==> config.mk <==
export PLATFORM = sky130hd
export DESIGN_NAME = battery_hysteresis_monitor_flat
export DESIGN_NICKNAME = d
export VERILOG_FILES = /design/src/bhm_pkg.sv /design/src/bhm_in_if.sv /design/src/bhm_out_if.sv /design/src/bhm_cfg.sv /design/src/bhm_core.sv /design/src/battery_hysteresis_monitor.sv /design/src/flat_wrapper.sv
export SDC_FILE = /design/constraint.sdc
export NUM_CORES = 1
export LEC_CHECK = 0
export BUFFER_PORTS_ARGS = -buffer_cell sky130_fd_sc_hd__buf_4
export CAP_MARGIN = 20
export CELL_PAD_IN_SITES_DETAIL_PLACEMENT = 1
export CELL_PAD_IN_SITES_GLOBAL_PLACEMENT = 2
export CORE_MARGIN = 2
export CORE_UTILIZATION = 30
export CTS_CLUSTER_DIAMETER = 200
export DETAILED_ROUTE_END_ITERATION = 6
export PLACE_DENSITY = 0.71
export SYNTH_ARGS = -nofsm -noshare
export SYNTH_HDL_FRONTEND = slang
export SYNTH_SLANG_ARGS = --single-unit
==> constraint.sdc <==
create_clock -name clk -period 15.25 [get_ports clk]
set_input_delay 4.575 -clock clk [delete_from_list [all_inputs] [get_ports clk]]
set_output_delay 4.575 -clock clk [all_outputs]
set_load 0.02 [all_outputs]
==> src/bhm_pkg.sv <==
`timescale 1ns / 1ps
// ----------------------------------------------------------------------------
// bhm_pkg - shared types and constants for the battery hysteresis monitor
// Item, result and register types, code enums and the fan duty scaling.
// ----------------------------------------------------------------------------
package bhm_pkg;

	localparam int unsigned CFG_IDX_W  = 3;
	localparam int unsigned CFG_DATA_W = 16;

	localparam logic [CFG_IDX_W-1:0] REG_LOW_TRIP      = 3'd0;
	localparam logic [CFG_IDX_W-1:0] REG_CRIT_TRIP     = 3'd1;
	localparam logic [CFG_IDX_W-1:0] REG_LOW_CLEAR     = 3'd2;
	localparam logic [CFG_IDX_W-1:0] REG_CRIT_CLEAR    = 3'd3;
	localparam logic [CFG_IDX_W-1:0] REG_DEBOUNCE      = 3'd4;
	localparam logic [CFG_IDX_W-1:0] REG_POLL_INTERVAL = 3'd5;

	localparam logic [15:0] RST_LOW_TRIP      = 16'd7000;
	localparam logic [15:0] RST_CRIT_TRIP     = 16'd6600;
	localparam logic [15:0] RST_LOW_CLEAR     = 16'd7200;
	localparam logic [15:0] RST_CRIT_CLEAR    = 16'd6800;
	localparam logic [7:0]  RST_DEBOUNCE      = 8'd3;
	localparam logic [15:0] RST_POLL_INTERVAL = 16'd500;

	// indication periods in ms
	localparam logic [31:0] CRIT_FLASH_MS = 32'd160;
	localparam logic [31:0] CRIT_ALARM_MS = 32'd1000;
	localparam logic [31:0] LOW_FLASH_MS  = 32'd500;

	localparam logic [7:0] LED_CRIT_ENTER_R = 8'd40;
	localparam logic [7:0] LED_CRIT_FLASH_R = 8'd60;
	localparam logic [7:0] LED_LOW_R        = 8'd30;
	localparam logic [7:0] LED_LOW_G        = 8'd14;

	localparam logic [6:0]  PCT_MAX  = 7'd100;
	localparam logic [15:0] DUTY_MAX = 16'hFFFF;

	typedef enum logic [1:0] {
		CMD_SEED   = 2'd0,
		CMD_TICK   = 2'd1,
		CMD_VACUUM = 2'd2
	} cmd_t;

	typedef enum logic [1:0] {
		LVL_OK   = 2'd0,
		LVL_LOW  = 2'd1,
		LVL_CRIT = 2'd2
	} lvl_t;

	typedef enum logic [1:0] {
		TONE_NONE     = 2'd0,
		TONE_ALARM    = 2'd1,
		TONE_HEADS_UP = 2'd2
	} tone_t;

	typedef struct packed {
		cmd_t               command;
		logic [31:0]        now_ms;
		logic               reading_ok;
		logic [15:0]        pack_mv;
		logic signed [15:0] vacuum_pct;
	} item_t;

	typedef struct packed {
		lvl_t        pack_level;
		logic        cut_loads;
		logic        led_write;
		logic [7:0]  led_red;
		logic [7:0]  led_green;
		logic [7:0]  led_blue;
		tone_t       tone_kind;
		logic        fan_write;
		logic [15:0] fan_duty;
		logic        vacuum_refused;
		logic [6:0]  applied_pct;
	} result_t;

	typedef struct packed {
		logic [15:0] low_trip_mv;
		logic [15:0] crit_trip_mv;
		logic [15:0] low_clear_mv;
		logic [15:0] crit_clear_mv;
		logic [7:0]  debounce_polls;
		logic [15:0] poll_interval_ms;
	} cfg_t;

	// floor(p * 65535 / 100) for p in 0..100:
	// p*655 + floor(7p/20), the last term as (7p * 820) >> 14 (exact for 7p <= 700)
	function automatic logic [15:0] fan_duty_of(logic [6:0] p);
		logic [16:0] base;
		logic [9:0]  p7;
		logic [19:0] prod;
		base = 17'(p) * 17'd655;
		p7   = 10'(p) * 10'd7;
		prod = 20'(p7) * 20'd820;
		return 16'(base + 17'(prod[19:14]));
	endfunction

endpackage

==> src/bhm_in_if.sv <==
`timescale 1ns / 1ps
// ----------------------------------------------------------------------------
// bhm_in_if - input item channel
// Valid/ready channel carrying one monitor item per transfer.
// ----------------------------------------------------------------------------
interface bhm_in_if;
	logic          valid;
	logic          ready;
	bhm_pkg::item_t data;

	modport source(output valid, output data, input ready);
	modport sink(input valid, input data, output ready);
endinterface

==> src/bhm_out_if.sv <==
`timescale 1ns / 1ps
// ----------------------------------------------------------------------------
// bhm_out_if - result channel
// Valid/ready channel carrying one monitor result per transfer.
// ----------------------------------------------------------------------------
interface bhm_out_if;
	logic             valid;
	logic             ready;
	bhm_pkg::result_t data;

	modport source(output valid, output data, input ready);
	modport sink(input valid, input data, output ready);
endinterface

==> src/bhm_cfg.sv <==
`timescale 1ns / 1ps
// ----------------------------------------------------------------------------
// bhm_cfg - configuration register file
// Write-only threshold, debounce and poll interval registers.
// ----------------------------------------------------------------------------
module bhm_cfg (
	input  logic                           clk,
	input  logic                           arst_n,
	input  logic                           we,
	input  logic [bhm_pkg::CFG_IDX_W-1:0]  index,
	input  logic [bhm_pkg::CFG_DATA_W-1:0] data,
	output bhm_pkg::cfg_t                  cfg
);

	bhm_pkg::cfg_t cfg_q;

	always_ff @(posedge clk or negedge arst_n) begin
		if (!arst_n) begin
			cfg_q.low_trip_mv      <= bhm_pkg::RST_LOW_TRIP;
			cfg_q.crit_trip_mv     <= bhm_pkg::RST_CRIT_TRIP;
			cfg_q.low_clear_mv     <= bhm_pkg::RST_LOW_CLEAR;
			cfg_q.crit_clear_mv    <= bhm_pkg::RST_CRIT_CLEAR;
			cfg_q.debounce_polls   <= bhm_pkg::RST_DEBOUNCE;
			cfg_q.poll_interval_ms <= bhm_pkg::RST_POLL_INTERVAL;
		end else if (we) begin
			case (index)
				bhm_pkg::REG_LOW_TRIP:      cfg_q.low_trip_mv      <= data;
				bhm_pkg::REG_CRIT_TRIP:     cfg_q.crit_trip_mv     <= data;
				bhm_pkg::REG_LOW_CLEAR:     cfg_q.low_clear_mv     <= data;
				bhm_pkg::REG_CRIT_CLEAR:    cfg_q.crit_clear_mv    <= data;
				bhm_pkg::REG_DEBOUNCE:      cfg_q.debounce_polls   <= data[7:0];
				bhm_pkg::REG_POLL_INTERVAL: cfg_q.poll_interval_ms <= data;
				default: ;
			endcase
		end
	end

	assign cfg = cfg_q;

endmodule

==> src/bhm_core.sv <==
`timescale 1ns / 1ps
// ----------------------------------------------------------------------------
// bhm_core - level state, debounce and indication logic
// Holds the monitor state and forms one result per processed item.
// ----------------------------------------------------------------------------
module bhm_core (
	input  logic              clk,
	input  logic              arst_n,
	input  logic              go,
	input  bhm_pkg::item_t    item,
	input  bhm_pkg::cfg_t     cfg,
	output bhm_pkg::result_t  res
);

	bhm_pkg::lvl_t level_q, cand_q;
	logic [7:0]    cnt_q;
	logic [31:0]   poll_q, flash_q, alarm_q;
	logic          phase_q;

	bhm_pkg::lvl_t level_n, cand_n, want, seed_lvl, enter_lvl;
	logic [7:0]    cnt_n, cnt_inc;
	logic [31:0]   poll_n, flash_n, alarm_n;
	logic          phase_n, enter, tick, poll_due;
	logic [6:0]    pct;
	bhm_pkg::result_t r;

	// hysteresis: trips use trip thresholds, recoveries the clear thresholds
	always_comb begin
		case (level_q)
			bhm_pkg::LVL_OK:
				want = (item.pack_mv < cfg.low_trip_mv) ? bhm_pkg::LVL_LOW : bhm_pkg::LVL_OK;
			bhm_pkg::LVL_LOW: begin
				if (item.pack_mv < cfg.crit_trip_mv)
					want = bhm_pkg::LVL_CRIT;
				else if (item.pack_mv > cfg.low_clear_mv)
					want = bhm_pkg::LVL_OK;
				else
					want = bhm_pkg::LVL_LOW;
			end
			bhm_pkg::LVL_CRIT:
				want = (item.pack_mv > cfg.crit_clear_mv) ? bhm_pkg::LVL_LOW : bhm_pkg::LVL_CRIT;
			default: want = level_q;
		endcase
	end

	// seed classifies with no hysteresis
	assign seed_lvl = (item.pack_mv < cfg.crit_trip_mv) ? bhm_pkg::LVL_CRIT :
	                  (item.pack_mv < cfg.low_trip_mv)  ? bhm_pkg::LVL_LOW  : bhm_pkg::LVL_OK;

	assign cnt_inc  = cnt_q + 8'd1;
	assign poll_due = (item.now_ms - poll_q) >= {16'd0, cfg.poll_interval_ms};

	// clamp the signed request to 0..100
	always_comb begin
		if (item.vacuum_pct[15])
			pct = '0;
		else if (item.vacuum_pct[14:0] > 15'(bhm_pkg::PCT_MAX))
			pct = bhm_pkg::PCT_MAX;
		else
			pct = item.vacuum_pct[6:0];
	end

	always_comb begin
		level_n   = level_q;
		cand_n    = cand_q;
		cnt_n     = cnt_q;
		poll_n    = poll_q;
		flash_n   = flash_q;
		alarm_n   = alarm_q;
		phase_n   = phase_q;
		enter     = 1'b0;
		enter_lvl = bhm_pkg::LVL_OK;
		tick      = 1'b0;
		r         = '0;

		case (item.command)
			bhm_pkg::CMD_SEED: begin
				level_n = bhm_pkg::LVL_OK;
				cand_n  = bhm_pkg::LVL_OK;
				cnt_n   = '0;
				poll_n  = item.now_ms;
				flash_n = '0;
				alarm_n = '0;
				phase_n = 1'b0;
				if (item.reading_ok && seed_lvl != bhm_pkg::LVL_OK) begin
					enter     = 1'b1;
					enter_lvl = seed_lvl;
				end
			end
			bhm_pkg::CMD_TICK: begin
				tick = 1'b1;
				if (poll_due) begin
					poll_n = item.now_ms;
					if (item.reading_ok) begin
						if (want == level_q) begin
							cnt_n = '0;
						end else if (want == cand_q) begin
							// zero debounce acts as one
							if (cnt_inc >= cfg.debounce_polls) begin
								cnt_n     = '0;
								enter     = 1'b1;
								enter_lvl = want;
							end else begin
								cnt_n = cnt_inc;
							end
						end else begin
							cand_n = want;
							cnt_n  = 8'd1;
						end
					end
				end
			end
			bhm_pkg::CMD_VACUUM: begin
				if (pct != '0 && level_q == bhm_pkg::LVL_CRIT) begin
					r.vacuum_refused = 1'b1;
				end else begin
					r.applied_pct = pct;
					r.fan_write   = 1'b1;
					r.fan_duty    = bhm_pkg::fan_duty_of(pct);
				end
			end
			default: ;
		endcase

		if (enter) begin
			level_n = enter_lvl;
			flash_n = '0;
			alarm_n = '0;
			phase_n = 1'b0;
			if (enter_lvl == bhm_pkg::LVL_CRIT) begin
				r.cut_loads = 1'b1;
				r.fan_write = 1'b1;
				r.fan_duty  = '0;
				r.led_write = 1'b1;
				r.led_red   = bhm_pkg::LED_CRIT_ENTER_R;
				r.tone_kind = bhm_pkg::TONE_ALARM;
			end else if (enter_lvl == bhm_pkg::LVL_LOW) begin
				r.led_write = 1'b1;
				r.led_red   = bhm_pkg::LED_LOW_R;
				r.led_green = bhm_pkg::LED_LOW_G;
				r.tone_kind = bhm_pkg::TONE_HEADS_UP;
			end
		end

		// indication timers run on ticks against the updated level
		if (tick) begin
			if (level_n == bhm_pkg::LVL_CRIT) begin
				if ((item.now_ms - flash_n) >= bhm_pkg::CRIT_FLASH_MS) begin
					flash_n     = item.now_ms;
					phase_n     = ~phase_n;
					r.led_write = 1'b1;
					r.led_red   = phase_n ? bhm_pkg::LED_CRIT_FLASH_R : 8'd0;
					r.led_green = '0;
					r.led_blue  = '0;
				end
				if ((item.now_ms - alarm_n) >= bhm_pkg::CRIT_ALARM_MS) begin
					alarm_n     = item.now_ms;
					r.tone_kind = bhm_pkg::TONE_ALARM;
				end
			end else if (level_n == bhm_pkg::LVL_LOW) begin
				if ((item.now_ms - flash_n) >= bhm_pkg::LOW_FLASH_MS) begin
					flash_n     = item.now_ms;
					r.led_write = 1'b1;
					r.led_red   = bhm_pkg::LED_LOW_R;
					r.led_green = bhm_pkg::LED_LOW_G;
					r.led_blue  = '0;
				end
			end
		end

		r.pack_level = level_n;
	end

	always_ff @(posedge clk or negedge arst_n) begin
		if (!arst_n) begin
			level_q <= bhm_pkg::LVL_OK;
			cand_q  <= bhm_pkg::LVL_OK;
			cnt_q   <= '0;
			poll_q  <= '0;
			flash_q <= '0;
			alarm_q <= '0;
			phase_q <= 1'b0;
		end else if (go) begin
			level_q <= level_n;
			cand_q  <= cand_n;
			cnt_q   <= cnt_n;
			poll_q  <= poll_n;
			flash_q <= flash_n;
			alarm_q <= alarm_n;
			phase_q <= phase_n;
		end
	end

	assign res = r;

endmodule

==> src/battery_hysteresis_monitor.sv <==
`timescale 1ns / 1ps
// ----------------------------------------------------------------------------
// battery_hysteresis_monitor - debounced pack voltage level monitor
// Each item passes the input stage register s1, then the result register out_q.
// Throughput: one item per cycle while result.ready is not held low; the state
// update is combinational logic between the input stage register and the result register.
// Reset (arst_n low, async): level OK, debounce and timers cleared,
// registers back to their defaults, both pipeline stages empty.
// ----------------------------------------------------------------------------
module battery_hysteresis_monitor (
	input  logic                           clk,
	input  logic                           arst_n,
	input  logic                           cfg_we,
	input  logic [bhm_pkg::CFG_IDX_W-1:0]  cfg_index,
	input  logic [bhm_pkg::CFG_DATA_W-1:0] cfg_data,
	bhm_in_if.sink                         item,
	bhm_out_if.source                      result
);

	// Pipeline:
	//   s1    - input stage register, loaded on each input transfer
	//   out_q - result register; an item moves s1 -> out when out is
	//           empty or its result is being transferred this cycle.
	// The monitor state lives in bhm_core and advances exactly when an
	// item leaves s1, so items update the state in arrival order.

	bhm_pkg::cfg_t    cfg;
	bhm_pkg::item_t   item_s1;
	bhm_pkg::result_t res_c, res_q;
	logic             v_s1_q, out_valid_q, adv, go;

	bhm_cfg u_cfg (
		.clk    (clk),
		.arst_n (arst_n),
		.we     (cfg_we),
		.index  (cfg_index),
		.data   (cfg_data),
		.cfg    (cfg)
	);

	// output stage can take a new result when empty or draining
	assign adv        = !out_valid_q || result.ready;
	assign go         = v_s1_q && adv;
	assign item.ready = !v_s1_q || adv;

	always_ff @(posedge clk or negedge arst_n) begin
		if (!arst_n) begin
			v_s1_q <= 1'b0;
		end else if (item.ready) begin
			v_s1_q <= item.valid;
		end
	end

	// payload only, no reset needed
	always_ff @(posedge clk) begin
		if (item.ready && item.valid) begin
			item_s1 <= item.data;
		end
	end

	bhm_core u_core (
		.clk    (clk),
		.arst_n (arst_n),
		.go     (go),
		.item   (item_s1),
		.cfg    (cfg),
		.res    (res_c)
	);

	always_ff @(posedge clk or negedge arst_n) begin
		if (!arst_n) begin
			out_valid_q <= 1'b0;
		end else if (adv) begin
			out_valid_q <= v_s1_q;
		end
	end

	always_ff @(posedge clk) begin
		if (go) begin
			res_q <= res_c;
		end
	end

	assign result.valid = out_valid_q;
	assign result.data  = res_q;

	// a load cut always comes with CRITICAL and a zero fan write
	a_cut_is_crit: assert property (@(posedge clk) disable iff (!arst_n)
		result.valid && result.data.cut_loads |->
			result.data.pack_level == bhm_pkg::LVL_CRIT &&
			result.data.fan_write && result.data.fan_duty == '0)
		else $error("load cut without CRITICAL entry");

	// a refused request writes nothing and applies nothing
	a_refused_quiet: assert property (@(posedge clk) disable iff (!arst_n)
		result.valid && result.data.vacuum_refused |->
			!result.data.fan_write && result.data.applied_pct == '0 &&
			result.data.pack_level == bhm_pkg::LVL_CRIT)
		else $error("refused vacuum request still drove the fan");

	// full duty request maps to the full compare value
	a_full_duty: assert property (@(posedge clk) disable iff (!arst_n)
		result.valid && result.data.applied_pct == bhm_pkg::PCT_MAX |->
			result.data.fan_duty == bhm_pkg::DUTY_MAX)
		else $error("fan duty scaling wrong at 100 percent");

	// a stalled s1 item is neither lost nor overwritten
	a_s1_holds: assert property (@(posedge clk) disable iff (!arst_n)
		v_s1_q && !adv |=> v_s1_q && $stable(item_s1))
		else $error("input stage lost an item under stall");

endmodule
==> src/flat_wrapper.sv <==
// flat-port wrapper written by rule: the top's interface ports become plain ports
module battery_hysteresis_monitor_flat 
  (clk, arst_n, cfg_we, cfg_index, cfg_data, item_valid, item_data, item_ready, result_valid, result_data, result_ready);
  bhm_in_if item_i ();
  bhm_out_if result_i ();
  input  logic clk;
  input  logic arst_n;
  input  logic cfg_we;
  input  logic [bhm_pkg::CFG_IDX_W-1:0] cfg_index;
  input  logic [bhm_pkg::CFG_DATA_W-1:0] cfg_data;
  input wire logic [$bits(item_i.valid)-1:0] item_valid;
  input wire logic [$bits(item_i.data)-1:0] item_data;
  output wire logic [$bits(item_i.ready)-1:0] item_ready;
  output wire logic [$bits(result_i.valid)-1:0] result_valid;
  output wire logic [$bits(result_i.data)-1:0] result_data;
  input wire logic [$bits(result_i.ready)-1:0] result_ready;
  assign item_i.valid = item_valid;
  assign item_i.data = item_data;
  assign item_ready = item_i.ready;
  assign result_valid = result_i.valid;
  assign result_data = result_i.data;
  assign result_i.ready = result_ready;
  battery_hysteresis_monitor u_core (.clk(clk), .arst_n(arst_n), .cfg_we(cfg_we), .cfg_index(cfg_index), .cfg_data(cfg_data), .item(item_i), .result(result_i));
endmodule
After elaboration in Yosys (flattened, before gate mapping)
Cells that the tools add are included.
{ "totals": {"regBits": 321, "input_bits": 91, "out_inout_bits": 57, "word_cells": 170} }
{ "op_classes": {"n_addsub": 5, "n_mul": 3, "order_cmp": 10, "eq_ne": 19, "muxes": 76, "bitwise_logic": 2, "reduce_logical": 24} }
{ "op_table": {"columns": ["cell", "n"], "rows": [
  ["$mux W32", 13],
  ["$mux W25", 5],
  ["$sub A32 B32 Y32", 3],
  ["$mux W17", 4],
  ["$pmux W32 S2", 1],
  ["$mux W8", 6],
  ["$mux W2", 19],
  ["$ge A32 B10 Y1 const B", 1],
  ["$ge A32 B16 Y1", 1],
  ["$ge A32 B8 Y1 const B", 1],
  ["$ge A32 B9 Y1 const B", 1],
  ["$gt A16 B16 Y1", 2],
  ["$lt A16 B16 Y1", 2],
  ["$mux W27", 1],
  ["$mux W7", 3],
  ["$mux W19", 1],
  ["$mul A10 B8 Y18 const B", 1],
  ["$add A16 B6 Y16", 1],
  ["$mul A7 B10 Y16 const B", 1],
  ["$mux W1", 16],
  ["$pmux W8 S2", 1],
  ["$gt A15 B7 Y1 const B", 1],
  ["$reduce_and A2 Y1", 6],
  ["$mul A7 B3 Y10 const B", 1],
  ["27 further kinds", 47]
]} }

Logic depth before layout (Yosys ltp)
{ "logic_depth": {"word_depth": 18, "ltp_mapped": 48, "mapped_depth_nobuf": 48} }

Cells and area by module
A second synthesis with hierarchy kept.
{ "unflattened": {"hier_cells": 2476, "area_unflattened_um2": 24010.5} }
{ "modules_own_cells": {"columns": ["module", "n_inst", "cells_per_inst", "area_each_um2", "seq_area_each_um2"], "rows": [
  ["bhm_core", 1, 2155, 16841.2, 2727.6],
  ["battery_hysteresis_monitor", 1, 130, 3767.4, 3713.6],
  ["bhm_cfg", 1, 191, 3402.0, 2239.6]
]} }

Least setup slack after synthesis
Ideal clock, no wire load.
{ "synth_path": {"path_kind": "register to register", "from": "reg u_core.item_s1[8] (netlist bit)", "to": "reg u_core.res_q (netlist bit u_core.result.data[23]), data pin", "setup_ns": 0.266, "arrival_ns": 10.266, "required_ns": 14.984, "slack_ns": 4.718, "stages_incl_launch_ff": 47, "n_path_buf": 0, "synth_period_minus_slack_ns": 10.532, "cell_sequence": "edfxtp_1 -> nor4_1 -> nand3b_1 -> nor2_1 -> nand2_1 -> inv_1 -> fa_1 -> ha_1 -> fa_1 -> a21o_1 -> a21oi_1 -> o21bai_1 -> a21oi_1 -> xnor2_1 -> xor2_1 -> fa_1 -> fa_1 -> inv_1 -> (+11 left out) -> ha_1 -> inv_1 -> fa_1 -> inv_1 -> ha_1 -> a21o_1 -> a21oi_1 -> o21bai_1 -> a21oi_1 -> o21bai_1 -> a21oi_1 -> o21bai_1 -> a21oi_1 -> nor2_1 -> a211oi_1 -> o21ai_0 -> xnor2_1 -> nor2_1"} }
{ "synth_lines": {"columns": ["element", "line", "source"], "rows": [
  ["from (decl)", "battery_hysteresis_monitor.sv:28", "bhm_pkg::item_t item_s1;"],
  ["from (signal assigned)", "battery_hysteresis_monitor.sv:57", "item_s1 <= item.data;"],
  ["to (signal assigned)", "battery_hysteresis_monitor.sv:80", "res_q <= res_c;"],
  ["to (decl)", "battery_hysteresis_monitor.sv:29", "bhm_pkg::result_t res_c, res_q;"]
]} }

==> reports/results.tsv <==
metric	value	unit
WHS	484	ps
clock sink total	301	
Slew @ Worst Pin	1000	ps
Final Skew	13.1	ps
total CTS buffers	41	
max incr delay on CP	630	ps
vias in the first global route	20283	
Port Buf Inserts	131	
Clock Pin Slew Worst Setup and Hold Paths	50	ps
area grow syn2layout	14.4	%
relative slew slack	32.3	%
Chip Width	282	um
synth cell count leaders	nand2_1 (301), inv_1 (299), ha_1 (287)	
syn avg cell area	9.06	um^2
Comb power frac	41.8	%
placed cells	3674	
Post-synth EDFFs	102	
RD Place Congestion	0.834	
top-count cell post-synth	nand2_1	
post-synth top area cell	dfrtp_1	
Reg power frac	30.7	%
Critical Path Fanout Max	9	
Max Cap Viol	0	
mapped cell area	23300	um^2
RSZ-0062 raised after global routing	false	
final design utilization	34.5	%
WL/cell	19.3	um
Root Buffer	clkbuf_16	
row count	102	
first-pass GRT wire length	115000	um
Synth area leaders	dfrtp_1 (18%), ha_1 (15%), edfxtp_1 (13%)	
grt ovf	0	
Final setup viols	0	
Iter 0 DRT Violations	744	
Critical Path Sink Type	flip-flop	
dpl hpwl	56900	um
WP data arrival	12430	ps
post-route ant nets	0	
H-tree depth	2	
ANT cells	0	
Crit path required time	15530	ps
Post-Syn Instances	2567	
post-synth cell types	86	
leak pwr	12.0	nW
fin crit share	79.7	%
total core area	77100	um^2
WP buf/inv	6	
share of cells above drive strength 1	11.4	%
Hold Path Class	reg2reg	
Hold Violations, Final	0	
dominant synthesized flop cell	dfrtp_1	
critical path's top delay family	adder cells	
buffer depth of the longest clock path	3	
layout net count	3094	
worst reg2reg setup slack	3100	ps
Starting Density	30.2	%
Post-Route WL	72300	um
worst setup path end	u_core.result.data[23]	
instance count on the critical path	46	
worst r2r path cells	46	
asr flop ratio synth	66.1	%
P_int	2.12	mW
Slew Limit Fails	0	
initial antenna violation count	0	
slowest CP cell	nor4_1	
Clk Latency, worst-skew pair	570	ps
CP Launch Point	u_core.item_s1[7]	
Worst R2R End	u_core.result.data[23]	
clock power share	27.4	%
sequential fraction of the synthesis area	34.7	%
pwr dens	131	nW/um^2
largest net degree at the start of global routing	76	
Die Height	282	um
status	completed	
post-CTS setup buffer count	0	
Resized Gates After CTS	0	
total power draw	3.48	mW
Pre-Repair DR Iteration Count	5	
CTS tree	yes	
crit path time final	12150	ps
reg2reg start	u_core.item_s1[7]	
Vias/cell	5.04	
hold_buf cts	0	
Switching Fraction	38.9	%
Crit Path Category	reg2reg	
die area	79800	um^2
crit path launch type	flip-flop	
via count	18903	
Residual DRC	0	
All-Layer GR Usage	18.3	%
maximum VDD drop	66.3	uV
Psw	1.35	mW
Fmax achieved	0.0823	GHz
setup tns final	0	ps
Non-Filler Instances	3749	
FF+latch count, synth	301	
top cell type's share of synthesized area	18.2	%
IO Count	148	
Ys Warns	0	
-- cells by family (layout without fill, tap and decap cells) --
logic type / count (synthesis) / count (layout) / synth area share [%]
AND/OR/NAND/NOR: 748 / 748 / 15.3
multiplexers: 82 / 82 / 3.73
buffers and inverters: 396 / 523 / 6.98
other: 1 / 16 / 0.0161
flip-flops: 301 / 301 / 34.7
XOR/XNOR: 81 / 81 / 3.05
adder cells (fa/ha/maj): 326 / 326 / 18.8
AO/OA/AOI/OAI: 632 / 632 / 17.4
-- power groups by stage --
stage / registers, mW / logic (mW) / clock network (mW)
global placement: 1.08 / 1.41 / 0
detailed placement: 1.08 / 1.46 / 0
finish: 1.07 / 1.45 / 0.953
global route: 1.08 / 1.66 / 1.02
CTS: 1.07 / 1.48 / 0.984
floorplan: 1.06 / 1.02 / 0
-- sequential cells by signal (all words and copies together), names as in the netlist --
register,flops
u_core.u_core.poll_q,32
u_core.item_s1,67
u_core.u_cfg.cfg,88
u_core.result.valid,1
u_core.u_core.cand_q,2
u_core.u_core.level_q,2
u_core.v_s1_q,1
u_core.u_core.alarm_q,32
u_core.u_core.cnt_q,8
u_core.u_core.phase_q,1
u_core.u_core.flash_q,32
u_core.result.data,35
-- final cells by class --
type	count	area, um^2
Timing Repair Buffer	148	1120
Clock buffer	59	1170
Fill cell	8971	50500
Multi-Input combinational cell	1885	13700
Sequential cell	301	8080
Clock inverter	16	156
Inverter	300	1130
Tap cell	1040	1300
-- metal layers --
layer | vias to the layer above | track usage [%] | wire (um)
met5 | - | 0 | 0
met3 | 99 | 2.22 | 1840
met1 | 9388 | 23.9 | 33400
met2 | 200 | 31.4 | 35000
li1 | 9216 | - | -
met4 | 0 | 5.44 | 2070
-- worst reg2reg max path: cells and delay by family (launching register included) --
family                   cells  cell delay (ps)
XOR/XNOR                     3              730
flip-flops                   1              360
AO/OA/AOI/OAI               17             3090
buffers and inverters        6              690
AND/OR/NAND/NOR              9             2450
adder cells (fa/ha/maj)     11             4550
-- worst min path at each step --
stage / from / endpoint / slack [ps] / cells after the start
final: u_core.u_core.poll_q[15] / u_core.u_core.poll_q[15] / 480 / 2
after global routing: u_core.u_core.flash_q[19] / u_core.u_core.flash_q[19] / 510 / 1
after CTS: u_core.u_core.poll_q[15] / u_core.u_core.poll_q[15] / 490 / 2
after detailed placement: u_core.u_core.poll_q[15] / u_core.u_core.poll_q[15] / 480 / 2
after global placement: u_core.u_core.poll_q[23] / u_core.u_core.poll_q[23] / 460 / 2
after floorplan: u_core.u_core.poll_q[10] / u_core.u_core.poll_q[10] / 450 / 2
-- stage by stage --
stage | cell area, um^2 | setup slack, ps
floorplan | 23300 | 4720
global route | 26600 | 2130
global placement | 25300 | 3600
detailed placement | 25300 | 3100
finish | 26600 | 3100
CTS | 26600 | 3040
-- cell usage in the layout, fill, tap and decap left out, drive strengths merged, types with 41 or more instances in the layout --
cell | netlist | layout
xnor2 | 49 | 49
dfrtp | 169 | 169
nor3 | 41 | 41
a21oi | 168 | 168
nor2 | 154 | 154
o21ai | 184 | 184
edfxtp | 102 | 102
clkbuf | 66 | 60
mux2i | 45 | 45
nand2 | 301 | 301
buf | 30 | 147
nand3 | 46 | 46
ha | 287 | 287
inv | 299 | 303
Power figures use the tool's default switching activity.
